==> src/rtl/kds_pkg.sv <==
// Shared types, constants and tables of the kick drum sweep voice.
`default_nettype none
package kds_pkg;

	localparam int SAMPLE_RATE      = 48000;
	localparam int SINE_TABLE_BITS  = 10;
	localparam int CURVE_TABLE_BITS = 10;

	// Serial multiplier: 32 by 32 bits, one multiplier bit per cycle.
	localparam int MUL_W  = 32;
	localparam int PROD_W = 2 * MUL_W;
	// Serial divider: one quotient bit per cycle, numerator fed MSB first.
	localparam int STEP_DIV = 16 * SAMPLE_RATE;
	localparam int DIV_W    = ($clog2(STEP_DIV + 1) > 18) ? $clog2(STEP_DIV + 1) : 18;
	localparam int NUM_W    = 51;
	localparam int QUO_W    = 32;
	localparam int CNT_W    = 6;
	localparam int CK_W     = $clog2(CURVE_TABLE_BITS);

	// Register indexes of the configuration port.
	localparam logic [2:0] REG_START_FREQ   = 3'd0;
	localparam logic [2:0] REG_MID_FREQ     = 3'd1;
	localparam logic [2:0] REG_END_FREQ     = 3'd2;
	localparam logic [2:0] REG_FIRST_TIME   = 3'd3;
	localparam logic [2:0] REG_SECOND_TIME  = 3'd4;
	localparam logic [2:0] REG_FIRST_CURVE  = 3'd5;
	localparam logic [2:0] REG_SECOND_CURVE = 3'd6;
	localparam logic [2:0] REG_END_LEVEL    = 3'd7;

	// MIDI status codes.
	localparam logic [7:0] MIDI_KIND_MASK = 8'hF0;
	localparam logic [7:0] MIDI_NOTE_ON   = 8'h90;
	localparam logic [7:0] MIDI_NOTE_OFF  = 8'h80;

	// Fixed-point constants.
	localparam logic [31:0] Q30         = 32'd1073741824;
	localparam logic [23:0] ONE23       = 24'd8388608;
	localparam logic [23:0] MAX23       = 24'd8388607;
	localparam logic [31:0] CURVE_SCALE = 32'd58982;
	localparam logic [31:0] GAIN_KEEP   = 32'd8346665;
	localparam logic [31:0] GAIN_PULL   = 32'd41943;
	localparam logic [31:0] ENV_ATK     = 32'd8380219;
	localparam logic [31:0] ENV_REL     = 32'd8371831;
	localparam logic [63:0] ROUND23     = 64'd4194304;
	localparam logic [63:0] ENV_ATK_ADD = 64'd70376226816;
	localparam logic [23:0] ENV_FLOOR   = 24'd839;
	localparam logic [31:0] SIN_C0      = 32'd5026990;
	localparam logic [30:0] SIN_C1      = 31'd85569306;
	localparam logic [30:0] SIN_C2      = 31'd693598669;
	localparam logic [30:0] SIN_C3      = 31'd1686629713;

	typedef enum logic [4:0] {
		ST_IDLE, ST_PREP, ST_ECRV, ST_PDIV, ST_NORM, ST_SQR, ST_NEGM, ST_EXPL,
		ST_RSH, ST_FMUL, ST_GAIN1, ST_GAIN2, ST_ENV, ST_STEP, ST_Z2, ST_P1,
		ST_P2, ST_P3, ST_P4, ST_OG, ST_OE, ST_FIN
	} state_t;

	typedef struct packed {
		logic       func;
		logic [7:0] midi_status;
		logic [6:0] midi_velocity;
	} din_t;

	typedef struct packed {
		logic signed [23:0] sample_out;
	} dout_t;

	typedef struct packed {
		logic [2:0]  index;
		logic [18:0] value;
	} cfg_t;

	typedef struct packed {
		logic             start;
		logic [MUL_W-1:0] a;
		logic [MUL_W-1:0] b;
	} mul_req_t;

	typedef struct packed {
		logic              done;
		logic [PROD_W-1:0] prod;
	} mul_rsp_t;

	typedef struct packed {
		logic             start;
		logic [NUM_W-1:0] num;
		logic [DIV_W-1:0] den;
		logic [CNT_W-1:0] iters;
	} div_req_t;

	typedef struct packed {
		logic             done;
		logic [QUO_W-1:0] quo;
	} div_rsp_t;

	// 2^(-2^-k) in Q0.30 for k = 1 upward, indexed from zero.
	function automatic logic [29:0] exp_tab(input logic [3:0] k);
		logic [29:0] v;
		case (k)
			4'd0:    v = 30'd759250125;
			4'd1:    v = 30'd902905650;
			4'd2:    v = 30'd984625594;
			4'd3:    v = 30'd1028218694;
			4'd4:    v = 30'd1050733751;
			4'd5:    v = 30'd1062175492;
			4'd6:    v = 30'd1067942999;
			4'd7:    v = 30'd1070838487;
			4'd8:    v = 30'd1072289173;
			4'd9:    v = 30'd1073015252;
			4'd10:   v = 30'd1073378476;
			4'd11:   v = 30'd1073560134;
			4'd12:   v = 30'd1073650976;
			4'd13:   v = 30'd1073696399;
			default: v = 30'd0;
		endcase
		return v;
	endfunction

endpackage
`default_nettype wire

==> src/rtl/kds_if.sv <==
// Valid/ready channel interfaces of the kick drum sweep voice.
`default_nettype none
interface kds_din_if;
	logic          valid;
	logic          ready;
	kds_pkg::din_t data;
	modport source(output valid, output data, input ready);
	modport sink(input valid, input data, output ready);
endinterface

interface kds_dout_if;
	logic           valid;
	logic           ready;
	kds_pkg::dout_t data;
	modport source(output valid, output data, input ready);
	modport sink(input valid, input data, output ready);
endinterface

interface kds_cfg_if;
	logic          valid;
	logic          ready;
	kds_pkg::cfg_t data;
	modport source(output valid, output data, input ready);
	modport sink(input valid, input data, output ready);
endinterface
`default_nettype wire

==> src/rtl/kick_drum_sweep_voice.sv <==
// Top level of the kick drum voice: sequencer, voice state and configuration.
`default_nettype none
// A MIDI transaction on din acts at once and gives no sample: a note-on
// with nonzero velocity restarts the sweep and the phase and opens the gate, a
// note-off or a zero-velocity note-on closes it. A tick transaction yields one
// sample on dout. A tick is worked out by a sequencer around one bit-serial
// 32 by 32 multiplier and one bit-serial divider (one quotient bit per cycle).
// After the sweep a tick takes 10 products and a 51-step division; during the
// sweep the curve adds up to 13 + 2*CURVE_TABLE_BITS products in all, a 34-step
// division and a leading-one search. Input is taken only while the sequencer
// is idle; a finished sample waits in the output register, and the next
// transaction is accepted while it waits. Configuration writes are always
// accepted and must be made while the voice is idle.
module kick_drum_sweep_voice (
	input  logic clk,
	input  logic arst_n,
	kds_din_if.sink    din,
	kds_dout_if.source dout,
	kds_cfg_if.sink    cfg
);
	localparam int CTB   = kds_pkg::CURVE_TABLE_BITS;
	localparam int STB   = kds_pkg::SINE_TABLE_BITS;
	localparam int NEG_W = CTB + 5;
	localparam logic [kds_pkg::CK_W-1:0] K_LAST = kds_pkg::CK_W'(CTB - 1);
	localparam logic [31:0] PH_MASK = ~((32'd1 << (32 - STB)) - 32'd1);

	// Configuration registers.
	logic [18:0] start_freq_q, mid_freq_q, end_freq_q;
	logic [17:0] first_time_q, second_time_q;
	logic [15:0] first_curve_q, second_curve_q, end_level_q;

	// Voice state.
	logic [31:0] timer_q, phase_q;
	logic [23:0] env_q, gain_q;
	logic        gate_q;

	// Sequencer.
	kds_pkg::state_t state_q, state_d, next_st;
	logic            launched_q, launched_d, op_done, mul_use, div_use;

	// Work registers of one tick.
	logic [18:0]             a_q, b_q, freq_q;
	logic [17:0]             d_q, len_q;
	logic [15:0]             curve_q, p_q;
	logic                    insweep_q, neg_q;
	logic [4:0]              s_q, q_q;
	logic [31:0]             m_q;
	logic [CTB-1:0]          frac_q, f_q;
	logic [kds_pkg::CK_W-1:0] k_q;
	logic [16:0]             e_q, cp_q;
	logic [30:0]             r_q, z_q, z2_q, poly_q;
	logic [63:0]             acc_q;
	logic [26:0]             om_q;
	logic [23:0]             out_q;
	logic                    out_valid_q;

	kds_pkg::mul_req_t mreq;
	kds_pkg::mul_rsp_t mrsp;
	kds_pkg::div_req_t dreq;
	kds_pkg::div_rsp_t drsp;

	kds_mul u_mul (.clk(clk), .arst_n(arst_n), .req(mreq), .rsp(mrsp));
	kds_div u_div (.clk(clk), .arst_n(arst_n), .req(dreq), .rsp(drsp));

	logic        din_fire, cfg_fire, dout_fire;
	logic [18:0] total;
	logic        in_sweep, seg1;
	logic [7:0]  midi_kind;
	logic [31:0] sq_t, new_phase, qp;
	logic [NEG_W-1:0] neg_val, y_val;
	logic [18:0] diff, dl;
	logic [63:0] gsum, esum;
	logic [23:0] env_new, mag;
	logic [30:0] z_raw, r_sh;
	logic [26:0] s_raw;

	assign din_fire  = din.valid && din.ready;
	assign cfg_fire  = cfg.valid && cfg.ready;
	assign dout_fire = dout.valid && dout.ready;
	assign din.ready = (state_q == kds_pkg::ST_IDLE);
	assign cfg.ready = 1'b1;
	assign dout.valid = out_valid_q;
	assign dout.data.sample_out = out_q;
	assign midi_kind = din.data.midi_status & kds_pkg::MIDI_KIND_MASK;

	// Sweep position against the two segments.
	assign total    = {1'b0, first_time_q} + {1'b0, second_time_q};
	assign in_sweep = timer_q < {13'd0, total};
	assign seg1     = timer_q < {14'd0, first_time_q};

	// Datapath arithmetic shared by the capture steps.
	assign sq_t      = mrsp.prod[61:30];
	assign neg_val   = NEG_W'({s_q + 5'd1, {CTB{1'b0}}}) - NEG_W'(frac_q);
	assign y_val     = mrsp.prod[NEG_W+15:16];
	assign r_sh      = (q_q == 5'd31) ? 31'd0 : (r_q >> q_q);
	assign diff      = (b_q >= a_q) ? (b_q - a_q) : (a_q - b_q);
	assign dl        = mrsp.prod[34:16];
	assign gsum      = acc_q + mrsp.prod + kds_pkg::ROUND23;
	assign esum      = mrsp.prod + (gate_q ? kds_pkg::ENV_ATK_ADD : kds_pkg::ROUND23);
	assign env_new   = esum[46:23];
	assign new_phase = phase_q + drsp.quo;
	// The phase is cut to the sine table resolution; odd quadrants mirror when z_q is captured.
	assign qp        = new_phase & PH_MASK;
	assign z_raw     = {1'b0, qp[29:0]};
	assign s_raw     = mrsp.prod[63:37];
	assign mag       = neg_q ? ((om_q > 27'(kds_pkg::ONE23)) ? kds_pkg::ONE23 : om_q[23:0])
	                         : ((om_q > 27'(kds_pkg::MAX23)) ? kds_pkg::MAX23 : om_q[23:0]);

	// Next state, unit requests and operand selection.
	always_comb begin
		state_d    = state_q;
		launched_d = launched_q;
		next_st    = state_q;
		op_done    = 1'b0;
		mul_use    = 1'b0;
		div_use    = 1'b0;
		mreq       = '0;
		dreq       = '0;
		case (state_q)
			kds_pkg::ST_IDLE: begin
				op_done = din_fire && !din.data.func;
				next_st = kds_pkg::ST_PREP;
			end
			kds_pkg::ST_PREP: begin
				op_done = 1'b1;
				next_st = in_sweep ? kds_pkg::ST_ECRV : kds_pkg::ST_GAIN1;
			end
			kds_pkg::ST_ECRV: begin
				mul_use = 1'b1;
				mreq.a  = 32'(curve_q);
				mreq.b  = kds_pkg::CURVE_SCALE;
				next_st = kds_pkg::ST_PDIV;
			end
			kds_pkg::ST_PDIV: begin
				div_use    = 1'b1;
				dreq.num   = kds_pkg::NUM_W'({d_q, 16'd0}) << (kds_pkg::NUM_W - 34);
				dreq.den   = kds_pkg::DIV_W'(len_q);
				dreq.iters = kds_pkg::CNT_W'(34);
				next_st    = (drsp.quo[15:0] == 16'd0) ? kds_pkg::ST_FMUL : kds_pkg::ST_NORM;
			end
			kds_pkg::ST_NORM: begin
				op_done = p_q[15];
				next_st = kds_pkg::ST_SQR;
			end
			kds_pkg::ST_SQR: begin
				mul_use = 1'b1;
				mreq.a  = m_q;
				mreq.b  = m_q;
				next_st = (k_q == K_LAST) ? kds_pkg::ST_NEGM : kds_pkg::ST_SQR;
			end
			kds_pkg::ST_NEGM: begin
				mul_use = 1'b1;
				mreq.a  = 32'(neg_val);
				mreq.b  = 32'(e_q);
				next_st = kds_pkg::ST_EXPL;
			end
			kds_pkg::ST_EXPL: begin
				// A clear fraction bit skips its table product.
				mul_use = f_q[CTB-1];
				op_done = !f_q[CTB-1];
				mreq.a  = 32'(r_q);
				mreq.b  = 32'(kds_pkg::exp_tab(4'(k_q)));
				next_st = (k_q == K_LAST) ? kds_pkg::ST_RSH : kds_pkg::ST_EXPL;
			end
			kds_pkg::ST_RSH: begin
				op_done = 1'b1;
				next_st = kds_pkg::ST_FMUL;
			end
			kds_pkg::ST_FMUL: begin
				mul_use = 1'b1;
				mreq.a  = 32'(diff);
				mreq.b  = 32'(cp_q);
				next_st = kds_pkg::ST_GAIN1;
			end
			kds_pkg::ST_GAIN1: begin
				mul_use = 1'b1;
				mreq.a  = 32'(gain_q);
				mreq.b  = kds_pkg::GAIN_KEEP;
				next_st = kds_pkg::ST_GAIN2;
			end
			kds_pkg::ST_GAIN2: begin
				mul_use = 1'b1;
				mreq.a  = insweep_q ? 32'(kds_pkg::ONE23) : 32'({end_level_q, 8'd0});
				mreq.b  = kds_pkg::GAIN_PULL;
				next_st = kds_pkg::ST_ENV;
			end
			kds_pkg::ST_ENV: begin
				mul_use = 1'b1;
				mreq.a  = 32'(env_q);
				mreq.b  = gate_q ? kds_pkg::ENV_ATK : kds_pkg::ENV_REL;
				next_st = kds_pkg::ST_STEP;
			end
			kds_pkg::ST_STEP: begin
				div_use    = 1'b1;
				dreq.num   = kds_pkg::NUM_W'({freq_q, 32'd0});
				dreq.den   = kds_pkg::DIV_W'(kds_pkg::STEP_DIV);
				dreq.iters = kds_pkg::CNT_W'(kds_pkg::NUM_W);
				next_st    = kds_pkg::ST_Z2;
			end
			kds_pkg::ST_Z2: begin
				mul_use = 1'b1;
				mreq.a  = 32'(z_q);
				mreq.b  = 32'(z_q);
				next_st = kds_pkg::ST_P1;
			end
			kds_pkg::ST_P1: begin
				mul_use = 1'b1;
				mreq.a  = 32'(z2_q);
				mreq.b  = kds_pkg::SIN_C0;
				next_st = kds_pkg::ST_P2;
			end
			kds_pkg::ST_P2: begin
				mul_use = 1'b1;
				mreq.a  = 32'(z2_q);
				mreq.b  = 32'(poly_q);
				next_st = kds_pkg::ST_P3;
			end
			kds_pkg::ST_P3: begin
				mul_use = 1'b1;
				mreq.a  = 32'(z2_q);
				mreq.b  = 32'(poly_q);
				next_st = kds_pkg::ST_P4;
			end
			kds_pkg::ST_P4: begin
				mul_use = 1'b1;
				mreq.a  = 32'(z_q);
				mreq.b  = 32'(poly_q);
				next_st = kds_pkg::ST_OG;
			end
			kds_pkg::ST_OG: begin
				mul_use = 1'b1;
				mreq.a  = 32'(om_q);
				mreq.b  = 32'(gain_q);
				next_st = kds_pkg::ST_OE;
			end
			kds_pkg::ST_OE: begin
				mul_use = 1'b1;
				mreq.a  = 32'(om_q);
				mreq.b  = 32'(env_q);
				next_st = kds_pkg::ST_FIN;
			end
			kds_pkg::ST_FIN: begin
				op_done = !out_valid_q || dout.ready;
				next_st = kds_pkg::ST_IDLE;
			end
			default: begin
				op_done = 1'b1;
				next_st = kds_pkg::ST_IDLE;
			end
		endcase

		// A unit is started on the first cycle of its step and its result is
		// taken on the cycle that it reports done.
		if (mul_use || div_use) begin
			if (!launched_q) begin
				mreq.start = mul_use;
				dreq.start = div_use;
				launched_d = 1'b1;
			end else if ((mul_use && mrsp.done) || (div_use && drsp.done)) begin
				launched_d = 1'b0;
				op_done    = 1'b1;
			end
		end
		if (op_done) begin
			state_d = next_st;
		end
	end

	always_ff @(posedge clk or negedge arst_n) begin
		if (!arst_n) begin
			state_q    <= kds_pkg::ST_IDLE;
			launched_q <= 1'b0;
		end else begin
			state_q    <= state_d;
			launched_q <= launched_d;
		end
	end

	// Configuration registers and voice state.
	always_ff @(posedge clk or negedge arst_n) begin
		if (!arst_n) begin
			start_freq_q   <= 19'd2400;
			mid_freq_q     <= 19'd1600;
			end_freq_q     <= 19'd800;
			first_time_q   <= 18'd2400;
			second_time_q  <= 18'd4800;
			first_curve_q  <= 16'd0;
			second_curve_q <= 16'd0;
			end_level_q    <= 16'd16384;
			timer_q        <= 32'hFFFF_FFFF;
			phase_q        <= 32'd0;
			env_q          <= 24'd0;
			gain_q         <= 24'd0;
			gate_q         <= 1'b0;
			out_valid_q    <= 1'b0;
		end else begin
			if (cfg_fire) begin
				case (cfg.data.index)
					kds_pkg::REG_START_FREQ:   start_freq_q   <= cfg.data.value;
					kds_pkg::REG_MID_FREQ:     mid_freq_q     <= cfg.data.value;
					kds_pkg::REG_END_FREQ:     end_freq_q     <= cfg.data.value;
					kds_pkg::REG_FIRST_TIME:   first_time_q   <= cfg.data.value[17:0];
					kds_pkg::REG_SECOND_TIME:  second_time_q  <= cfg.data.value[17:0];
					kds_pkg::REG_FIRST_CURVE:  first_curve_q  <= cfg.data.value[15:0];
					kds_pkg::REG_SECOND_CURVE: second_curve_q <= cfg.data.value[15:0];
					kds_pkg::REG_END_LEVEL:    end_level_q    <= cfg.data.value[15:0];
					default: ;
				endcase
			end
			// A new sample loaded in the same cycle keeps the register full.
			if (dout_fire && !(op_done && state_q == kds_pkg::ST_FIN)) begin
				out_valid_q <= 1'b0;
			end
			// MIDI transactions act at once and give no sample.
			if (din_fire && din.data.func) begin
				if (midi_kind == kds_pkg::MIDI_NOTE_ON && din.data.midi_velocity != 7'd0) begin
					timer_q <= 32'd0;
					phase_q <= 32'd0;
					gate_q  <= 1'b1;
				end else if (midi_kind == kds_pkg::MIDI_NOTE_OFF ||
				             midi_kind == kds_pkg::MIDI_NOTE_ON) begin
					gate_q <= 1'b0;
				end
			end
			if (op_done) begin
				case (state_q)
					kds_pkg::ST_GAIN2: gain_q <= gsum[46:23];
					kds_pkg::ST_ENV: begin
						// On release the envelope snaps to zero once it is tiny.
						env_q <= (!gate_q && env_new < kds_pkg::ENV_FLOOR) ? 24'd0 : env_new;
					end
					kds_pkg::ST_STEP: phase_q <= new_phase;
					kds_pkg::ST_FIN: begin
						out_valid_q <= 1'b1;
						if (timer_q != 32'hFFFF_FFFF) begin
							timer_q <= timer_q + 32'd1;
						end
					end
					default: ;
				endcase
			end
		end
	end

	// Work registers of the tick in progress.
	always_ff @(posedge clk) begin
		if (op_done) begin
			case (state_q)
				kds_pkg::ST_PREP: begin
					insweep_q <= in_sweep;
					freq_q    <= end_freq_q;
					if (seg1) begin
						a_q     <= start_freq_q;
						b_q     <= mid_freq_q;
						d_q     <= timer_q[17:0];
						len_q   <= first_time_q;
						curve_q <= first_curve_q;
					end else begin
						a_q     <= mid_freq_q;
						b_q     <= end_freq_q;
						d_q     <= timer_q[17:0] - first_time_q;
						len_q   <= second_time_q;
						curve_q <= second_curve_q;
					end
				end
				kds_pkg::ST_ECRV: e_q <= 17'd65536 - {1'b0, mrsp.prod[31:16]};
				kds_pkg::ST_PDIV: begin
					p_q  <= drsp.quo[15:0];
					s_q  <= 5'd0;
					cp_q <= 17'd0;
				end
				kds_pkg::ST_NORM: begin
					m_q    <= {1'b0, p_q, 15'd0};
					frac_q <= '0;
					k_q    <= '0;
				end
				kds_pkg::ST_SQR: begin
					frac_q <= {frac_q[CTB-2:0], sq_t[31]};
					m_q    <= sq_t[31] ? {1'b0, sq_t[31:1]} : sq_t;
					k_q    <= (k_q == K_LAST) ? '0 : k_q + 1'b1;
				end
				kds_pkg::ST_NEGM: begin
					q_q <= y_val[NEG_W-1:CTB];
					f_q <= y_val[CTB-1:0];
					r_q <= kds_pkg::Q30[30:0];
					k_q <= '0;
				end
				kds_pkg::ST_EXPL: begin
					if (f_q[CTB-1]) begin
						r_q <= mrsp.prod[60:30];
					end
					f_q <= f_q << 1;
					k_q <= (k_q == K_LAST) ? '0 : k_q + 1'b1;
				end
				kds_pkg::ST_RSH: cp_q <= r_sh[30:14];
				kds_pkg::ST_FMUL: freq_q <= (b_q >= a_q) ? (a_q + dl) : (a_q - dl);
				kds_pkg::ST_GAIN1: acc_q <= mrsp.prod;
				kds_pkg::ST_STEP: begin
					z_q   <= qp[30] ? (kds_pkg::Q30[30:0] - z_raw) : z_raw;
					neg_q <= qp[31];
				end
				kds_pkg::ST_Z2: z2_q <= mrsp.prod[60:30];
				kds_pkg::ST_P1: poly_q <= kds_pkg::SIN_C1 - mrsp.prod[60:30];
				kds_pkg::ST_P2: poly_q <= kds_pkg::SIN_C2 - mrsp.prod[60:30];
				kds_pkg::ST_P3: poly_q <= kds_pkg::SIN_C3 - mrsp.prod[60:30];
				kds_pkg::ST_P4: om_q <= (s_raw > 27'(kds_pkg::MAX23)) ? 27'(kds_pkg::MAX23) : s_raw;
				kds_pkg::ST_OG: om_q <= mrsp.prod[49:23];
				kds_pkg::ST_OE: om_q <= mrsp.prod[49:23];
				kds_pkg::ST_FIN: out_q <= neg_q ? (24'd0 - mag) : mag;
				default: ;
			endcase
		end else if (state_q == kds_pkg::ST_NORM) begin
			// Leading-one search, one bit per cycle.
			p_q <= p_q << 1;
			s_q <= s_q + 5'd1;
		end
	end

`ifndef NO_ASSERTIONS
	a_mul_done_expected: assert property (@(posedge clk) disable iff (!arst_n)
		mrsp.done |-> launched_q)
		else $error("multiplier result arrived with no step waiting for it");
	a_div_done_expected: assert property (@(posedge clk) disable iff (!arst_n)
		drsp.done |-> (launched_q && (state_q == kds_pkg::ST_PDIV || state_q == kds_pkg::ST_STEP)))
		else $error("divider result arrived outside a division step");
	a_one_unit: assert property (@(posedge clk) disable iff (!arst_n)
		!(mreq.start && dreq.start))
		else $error("multiplier and divider started together");
	a_gate_from_midi: assert property (@(posedge clk) disable iff (!arst_n)
		$rose(gate_q) |-> $past(din_fire && din.data.func))
		else $error("gate opened without a MIDI transaction");
`endif
endmodule
`default_nettype wire

==> src/rtl/kds_mul.sv <==
// Bit-serial shift-and-add multiplier, one multiplier bit per cycle.
`default_nettype none
module kds_mul (
	input  logic              clk,
	input  logic              arst_n,
	input  kds_pkg::mul_req_t req,
	output kds_pkg::mul_rsp_t rsp
);
	localparam logic [kds_pkg::CNT_W-1:0] LAST = kds_pkg::CNT_W'(kds_pkg::MUL_W - 1);

	logic [kds_pkg::MUL_W-1:0] a_q, b_q, hi_q, lo_q;
	logic [kds_pkg::CNT_W-1:0] cnt_q;
	logic                      busy_q, done_q;
	logic [kds_pkg::MUL_W:0]   sum;

	assign sum = {1'b0, hi_q} + (b_q[0] ? {1'b0, a_q} : '0);

	always_ff @(posedge clk or negedge arst_n) begin
		if (!arst_n) begin
			busy_q <= 1'b0;
			done_q <= 1'b0;
			cnt_q  <= '0;
		end else begin
			done_q <= 1'b0;
			if (req.start) begin
				busy_q <= 1'b1;
				cnt_q  <= '0;
			end else if (busy_q) begin
				cnt_q <= cnt_q + 1'b1;
				if (cnt_q == LAST) begin
					busy_q <= 1'b0;
					done_q <= 1'b1;
				end
			end
		end
	end

	always_ff @(posedge clk) begin
		if (req.start) begin
			a_q  <= req.a;
			b_q  <= req.b;
			hi_q <= '0;
			lo_q <= '0;
		end else if (busy_q) begin
			hi_q <= sum[kds_pkg::MUL_W:1];
			lo_q <= {sum[0], lo_q[kds_pkg::MUL_W-1:1]};
			b_q  <= b_q >> 1;
		end
	end

	assign rsp.done = done_q;
	assign rsp.prod = {hi_q, lo_q};
endmodule
`default_nettype wire

==> src/rtl/kds_div.sv <==
// Restoring divider, one quotient bit per cycle, numerator shifted in MSB first.
`default_nettype none
module kds_div (
	input  logic              clk,
	input  logic              arst_n,
	input  kds_pkg::div_req_t req,
	output kds_pkg::div_rsp_t rsp
);
	logic [kds_pkg::NUM_W-1:0] num_q;
	logic [kds_pkg::DIV_W-1:0] rem_q, den_q;
	logic [kds_pkg::QUO_W-1:0] quo_q;
	logic [kds_pkg::CNT_W-1:0] cnt_q, iters_q;
	logic                      busy_q, done_q;
	logic [kds_pkg::DIV_W:0]   trial, diff;
	logic                      ge;

	assign trial = {rem_q, num_q[kds_pkg::NUM_W-1]};
	assign ge    = trial >= {1'b0, den_q};
	assign diff  = trial - {1'b0, den_q};

	always_ff @(posedge clk or negedge arst_n) begin
		if (!arst_n) begin
			busy_q <= 1'b0;
			done_q <= 1'b0;
			cnt_q  <= '0;
		end else begin
			done_q <= 1'b0;
			if (req.start) begin
				busy_q <= 1'b1;
				cnt_q  <= '0;
			end else if (busy_q) begin
				cnt_q <= cnt_q + 1'b1;
				if (cnt_q == iters_q - 1'b1) begin
					busy_q <= 1'b0;
					done_q <= 1'b1;
				end
			end
		end
	end

	always_ff @(posedge clk) begin
		if (req.start) begin
			num_q   <= req.num;
			den_q   <= req.den;
			iters_q <= req.iters;
			rem_q   <= '0;
			quo_q   <= '0;
		end else if (busy_q) begin
			num_q <= num_q << 1;
			rem_q <= ge ? diff[kds_pkg::DIV_W-1:0] : trial[kds_pkg::DIV_W-1:0];
			quo_q <= {quo_q[kds_pkg::QUO_W-2:0], ge};
		end
	end

	assign rsp.done = done_q;
	assign rsp.quo  = quo_q;
endmodule
`default_nettype wire

==> src/flat_wrapper.sv <==
// flat-port wrapper written by rule: the top's interface ports become plain ports
module kick_drum_sweep_voice_flat 
  (clk, arst_n, din_valid, din_data, din_ready, dout_valid, dout_data, dout_ready, cfg_valid, cfg_data, cfg_ready);
  kds_din_if din_i ();
  kds_dout_if dout_i ();
  kds_cfg_if cfg_i ();
  input  logic clk;
  input  logic arst_n;
  input wire logic [$bits(din_i.valid)-1:0] din_valid;
  input wire logic [$bits(din_i.data)-1:0] din_data;
  output wire logic [$bits(din_i.ready)-1:0] din_ready;
  output wire logic [$bits(dout_i.valid)-1:0] dout_valid;
  output wire logic [$bits(dout_i.data)-1:0] dout_data;
  input wire logic [$bits(dout_i.ready)-1:0] dout_ready;
  input wire logic [$bits(cfg_i.valid)-1:0] cfg_valid;
  input wire logic [$bits(cfg_i.data)-1:0] cfg_data;
  output wire logic [$bits(cfg_i.ready)-1:0] cfg_ready;
  assign din_i.valid = din_valid;
  assign din_i.data = din_data;
  assign din_ready = din_i.ready;
  assign dout_valid = dout_i.valid;
  assign dout_data = dout_i.data;
  assign dout_i.ready = dout_ready;
  assign cfg_i.valid = cfg_valid;
  assign cfg_i.data = cfg_data;
  assign cfg_ready = cfg_i.ready;
  kick_drum_sweep_voice u_core (.clk(clk), .arst_n(arst_n), .din(din_i), .dout(dout_i), .cfg(cfg_i));
endmodule
==> config.mk <==
export PLATFORM = sky130hd
export DESIGN_NAME = kick_drum_sweep_voice_flat
export DESIGN_NICKNAME = d
export VERILOG_FILES = /design/src/rtl/kds_pkg.sv /design/src/rtl/kds_if.sv /design/src/rtl/kick_drum_sweep_voice.sv /design/src/rtl/kds_mul.sv /design/src/rtl/kds_div.sv /design/src/flat_wrapper.sv
export SDC_FILE = /design/constraint.sdc
export NUM_CORES = 2
export LEC_CHECK = 0
export BUFFER_PORTS_ARGS = -buffer_cell sky130_fd_sc_hd__buf_2
export CORE_MARGIN = 10
export CORE_UTILIZATION = 62
export CTS_CLUSTER_SIZE = 8
export DETAILED_ROUTE_END_ITERATION = 7
export PLACE_DENSITY = 0.78
export SLEW_MARGIN = 30
export SYNTH_ARGS = -nofsm -noshare
export SYNTH_HDL_FRONTEND = slang
export SYNTH_SLANG_ARGS = --single-unit
==> constraint.sdc <==
create_clock -name clk -period 11.1 [get_ports clk]
set_input_delay 2.22 -clock clk [delete_from_list [all_inputs] [get_ports clk]]
set_output_delay 2.22 -clock clk [all_outputs]
set_load 0.01 [all_outputs]
=== Word level (Yosys, flattened, before mapping) ===
Memories as Yosys holds them, arrays and structs flattened. A register that Yosys moved wholly into a read port is not among the register bits.
Index checks and enable logic that the tools add are counted.

* Shifts and indexed selects: 1
* Reductions and logical operators: 68
* Multiplexer cells: 92
* Equal/unequal tests: 37
* $add $sub $neg: 25
* Magnitude comparators: 8

{| class="wikitable"
|+ Operators with widths
! operator !! number
|-
| one-hot mux 64 bit (14 select lines) || 1
|-
| 2-to-1 mux 32 bit || 12
|-
| one-hot mux 77 bit (2 select lines) || 1
|-
| 2-to-1 mux 24 bit || 6
|-
| one-hot mux 5 bit (21 select lines) || 1
|-
| 2-to-1 mux 51 bit || 2
|-
| 2-to-1 mux 31 bit || 3
|-
| one-hot mux 31 bit (3 select lines) || 1
|-
| 2-to-1 mux 19 bit || 4
|-
| 2-to-1 mux 16 bit || 4
|-
| one-hot mux 32 bit (2 select lines) || 1
|-
| one-hot mux 31 bit (2 select lines) || 1
|-
| subtractor 19 bit || 3
|-
| > comparator 27 x 23 -> 1 bit, second input constant || 2
|-
| one-hot mux 27 bit (2 select lines) || 1
|-
| AND reduction 2 bit || 26
|-
| adder 47 x 23 -> 47 bit, second input constant || 1
|-
| adder 47 x 37 -> 47 bit || 1
|-
| adder 47 bit || 1
|-
| equality test 5 x 4 -> 1 bit, second input constant || 8
|-
| one-hot mux 10 bit (2 select lines) || 2
|-
| one-hot mux 19 bit (2 select lines) || 1
|-
| 2-to-1 mux 37 bit || 1
|-
| 2-to-1 mux 18 bit || 2
|-
| other kinds (64) || 145
|}

* Memories: 1
* ROM bits: 480
* Register bits: 983

{| class="wikitable"
|+ Memories
! name !! depth !! width !! rd ports !! clocked after Yosys merged registers in !! wr ports !! line !! RTL
|-
| (no name shown) || 16 || 30 || 1 || 1 || 0 || kds_pkg.sv:99 || <nowiki>case (k)</nowiki>
|}

=== Depth between registers and ports, before layout ===
* Word-level depth: 14
* Gate-level depth with buffers: 26

=== Modules after synthesis ===
A second synthesis with hierarchy kept.

* Cells, all modules: 5,389
* Area, all modules: 57,161.1 sq um

{| class="wikitable"
|+ By module, submodules not included
! module !! instances !! area an instance (sq um) !! cells each !! seq. area each (sq um)
|-
| kick_drum_sweep_voice || 1 || 43,777.0 || 4,196 || 19,987.9
|-
| kds_mul || 1 || 6,834.1 || 627 || 3,403.3
|-
| kds_div || 1 || 6,550.0 || 566 || 3,553.4
|}

=== Least setup slack after synthesis ===
Ideal clock, no wire load.

* Kind: input to register
* From: input port dout_ready
* To: register u_core.acc_q[0] (enable)
* Setup time: 0.509 ns
* Required time: 10.591 ns
* Path buffers: 2
* Cell stages on the path: 8
* Slack: 3.659 ns
* Data arrival time: 6.932 ns
* Cell sequence: nand2b_1 nand4_1 inv_1 a21oi_1 and4_1 buf_2 clkbuf_1 nor3_1

* Longest elaborated chain between the ends: 6

{| class="wikitable"
|+ Ends and longest elaborated chain
! what !! line !! RTL
|-
| from (decl) || flat_wrapper.sv:14 || <nowiki>input wire logic [$bits(dout_i.ready)-1:0] dout_ready;</nowiki>
|-
| logical OR 1 bit * || kick_drum_sweep_voice.sv:243 || <nowiki>op_done = !out_valid_q || dout.ready;</nowiki>
|-
| one-hot mux 1 bit (5 select lines) * || kick_drum_sweep_voice.sv:119 || <nowiki>case (state_q)</nowiki>
|-
| 2-to-1 mux 1 bit || kick_drum_sweep_voice.sv:259 || <nowiki>end else if ((mul_use && mrsp.done) || (div_use && drsp.done)) begin</nowiki>
|-
| 2-to-1 mux 1 bit || kick_drum_sweep_voice.sv:255 || <nowiki>if (!launched_q) begin</nowiki>
|-
| 2-to-1 mux 1 bit * || kick_drum_sweep_voice.sv:254 || <nowiki>if (mul_use || div_use) begin</nowiki>
|-
| AND reduction 2 bit (no source line) * || - ||
|-
| to (signal assigned) || kick_drum_sweep_voice.sv:397 || <nowiki>kds_pkg::ST_GAIN1: acc_q <= mrsp.prod;</nowiki>
|-
| to (decl) || kick_drum_sweep_voice.sv:52 || <nowiki>logic [63:0] acc_q;</nowiki>
|}

Mark *: on every way between the ends. The rest lies on a longest branch, timed or not.
A chain may end at the register's enable or synchronous reset.

==> flow_summary_export.csv <==
group,metric,value,unit
clock_tree,insertion_delay,0.75,ns
setup_path,crit_chain,"buf_2, nand2b_1, nand4_1, inv_2, a21oi_1, and4_2, nor2_4, mux2i_2, clkinv_1, ha_1, and2_1, a211oi_1, a21oi_1",
route,wl_met1,64.0,mm
setup_path,cp-end-kind,"flop",
finish,final_common_cell,"edfxtp_1",
clock_tree,cts_buffers,137,
global_route,grt_pass1_vias,41300,
clock_tree,cts.clk_slew.worst_paths,0.05,ns
finish,area_delta_synth_final,10.4,%
synth,synth_nets,5645,
route,wl,166,mm
floorplan,fp-row-count,108,
placement,gp_congestion,1.01,
finish,diodes,0,
setup_path,worstPathMaxFanout,25,
sta,relSlewSlack,29.4,%
synth,ys_seq_elements,950,
route,vias,43500,
sta,period_needed,5.93,ns
finish,layout_common_cells,"edfxtp_1 (527), nand2_1 (460), nor2_1 (447)",
global_route,grt_use_total,32.7,%
floorplan,start_util,62.4,%
synth,yosysTopAreaCell,"edfxtp_1",
pwr,leakagePower,0.0245,µW
floorplan,pin_count,70,
route,drt_pass1_iterations,7,
finish,seq_area,25800,µm²
finish,drive_gt1_share,11.4,%
sta,fin_ws,5.17,ns
route,routed-wl-met3,18.2,mm
synth,synth_area_leaders,"edfxtp_1 (29%), dfrtp_1 (10%), ha_1 (7.4%), dfxtp_1 (5.4%), mux2_2 (3.6%)",
pwr,power,8440,µW
route,viasPerCell,6.65,
clock_tree,clock_sinks,950,
synth,yosys_warnings,0,
flow_run,drv_cap,0,
route,drc,0,
placement,place_ws,4.60,ns
synth,synth_edf_count,527,
clock_tree,clk_path_buf_depth,3,
sta,hold_violations,0,
setup_path,crit_path_start_kind,"input port",
synth,netlist_area,54100,µm²
route,routedWlPerCell,25.4,µm
placement,dpl_cell_area,55700,µm²
min_path,hold_class,"reg2reg",
sta,finalSetupViolations,0,
setup_path,critical_path_class,"in2reg",
placement,io_buffer_count,64,
clock_tree,cts-resized-gates,0,
floorplan,die_h,315,µm
sta,tns,0,ns
clock_tree,cts_max_level,4,
sta,slew_viol_final,0,
setup_path,crit_path_top_delay_cell,"mux2i_2",
sta,period_share,53.4,%
finish,multi_input_area,26800,µm²
clock_tree,clock-root-buffer,"clkbuf_16",
clock_tree,hold_buffers,0,
pwr,power.density,141,nW/µm²
global_route,globalRouteOverflowTotal,0,
route,wl_met2,72.7,mm
sta,worst_slew_pin_slew,1.06,ns
route,highest_layer,"met4",
global_route,grt_pass1_wl,250,mm
setup_path,critical_path_arrival,6.52,ns
placement,dp_hpwl,115,mm
finish,fillers,6406,
synth,postSynthCellCount,5271,
setup_path,slowest_delay,0.70,ns
route,antenna_left,0,
sta,skew,0.0285,ns
synth,synth-main-ff-cell,"edfxtp_1",
floorplan,die_x,315,µm
outcome,status,"finished clean",
synth,synth.avg_cell_area,10.3,µm²
setup_path,path_common_cell,"a21oi_1",
pwr,vdd_drop_max,0.151,mV
setup_path,crit_required,11.69,ns
clock_tree,cts_post_setup_buffers_inserted,0,
global_route,antenna_found_initial,4,
global_route,grt_max_degree,160,
finish,final_util,68.9,%
floorplan,core,86800,µm²
route,drt_iter0_drc,5641,
synth,seq_area_frac_synth,47.6,%
sta,fmax,169,MHz
floorplan,dieArea,99500,µm²
sta,rsz0062_at_grt,"no",
clock_tree,cts_tree,"done",
synth,yosysTopAreaCellShare,29.2,%
finish,layout.nets,5653,
finish,design_area,59700,µm²
synth,ys_types,93,
synth,async_flop_share,29.2,%
## kinds of logic after synthesis
family	Yosys count	synth area share, %
other	1	0.00693
muxes	401	8.01
buffers and inverters	466	3.28
adders and majority gates	331	7.79
xor gates and xnor gates	290	4.72
AOI/OAI and AO/OA	1295	15.5
and+or+nand+nor	1537	13.1
DFF	950	47.6
## cell usage after synthesis (15+ instances only)
cell and instances:
a211oi_1 52, a21o_1 109, a21oi_1 350, a221oi_1 31, a222oi_1 37, a22o_1 17, a22oi_1 76, a31oi_1 51
a41oi_1 16, and2_1 86, and3_1 37, buf_1 32, buf_2 18, clkbuf_1 237, dfrtp_1 226, dfstp_2 51
dfxtp_1 146, edfxtp_1 527, ha_1 321, inv_1 168, mux2_1 72, mux2_2 171, mux2i_1 156, nand2_1 462
nand2b_1 47, nand3_1 146, nand4_1 42, nor2_1 457, nor2b_1 38, nor3_1 108, nor4_1 24, o211ai_1 21
o21a_1 21, o21ai_0 269, o21ai_1 43, o21bai_1 24, o22ai_1 15, o31ai_1 22, or3_1 26, xnor2_1 170
xor2_1 119
## per-stage QoR
stage | hold WS [ns] | cells
final | 0.485 | 6545
after global routing | 0.494 | 6545
after CTS | 0.481 | 6543
after detailed placement | 0.469 | 6293
after global placement | 0.463 | 6292
after floorplan | 0.429 | 5271
## worst max-delay path, delay by kind of cell
| kind | cells | cell delay, ns |
|---|---|---|
| and+or+nand+nor | 5 | 1.44 |
| AOI/OAI and AO/OA | 3 | 0.53 |
| adders and majority gates | 1 | 0.35 |
| buffers and inverters | 3 | 1.25 |
| muxes | 1 | 0.70 |
## worst paths after layout
kind	startpoint	end	slack [ns]	depth (start not counted)
setup / recovery	dout_ready	flop	5.17	13
hold / removal	u_core.u_mul.hi_q[31]	u_core.u_mul.hi_q[31]	0.48	1
setup reg to reg	u_core.a_q[11]	u_core.freq_q[18]	5.24	20
hold reg to reg	u_core.u_mul.hi_q[31]	u_core.u_mul.hi_q[31]	0.48	1
max in group asynchronous	arst_n	u_core.dout.valid	7.56	4
min in group asynchronous	arst_n	u_core.gain_q[19]	1.42	1
## power breakdown
| group | total [µW] | switching, µW | internal, µW |
|---|---|---|---|
| combinational | 538 | 277 | 260 |
| clock | 3950 | 1580 | 2370 |
| sequential | 3940 | 97.4 | 3850 |
| total | 8440 | 1960 | 6480 |
## registers in the layout (all words and copies together), names as in the netlist, 20 cells and up, named ones only
| register | count |
|---|---|
| u_core.acc_q | 47 |
| u_core.om_q | 27 |
| u_core.z2_q | 31 |
| u_core.r_q | 31 |
| u_core.u_div.rem_q | 20 |
| u_core.timer_q | 32 |
| u_core.m_q | 31 |
| u_core.u_mul.a_q | 31 |
| u_core.env_q | 24 |
| u_core.u_div.quo_q | 32 |
| u_core.phase_q | 32 |
| u_core.poly_q | 31 |
| u_core.gain_q | 24 |
| u_core.u_mul.lo_q | 32 |
| u_core.dout.data | 24 |
| u_core.u_mul.b_q | 31 |
| u_core.u_mul.hi_q | 32 |
## final cells by class
class	instances	area share, %
clock buffer	240	6.54
sequential	950	43.1
tap	1155	2.42
timing repair buffer	157	1.84
inverter	178	1.12
multi-input combinational	3855	44.8
clock inverter	10	0.176
## layer usage
| metal | track usage [%] | up-vias |
|---|---|---|
| li1 | - | 19400 |
| met1 | 42.5 | 21000 |
| met2 | 49.4 | 2508 |
| met3 | 8.25 | 557 |
| met4 | 19.4 | 0 |
| met5 | 0 | - |
No activity file was read; power rests on OpenSTA's default activity.
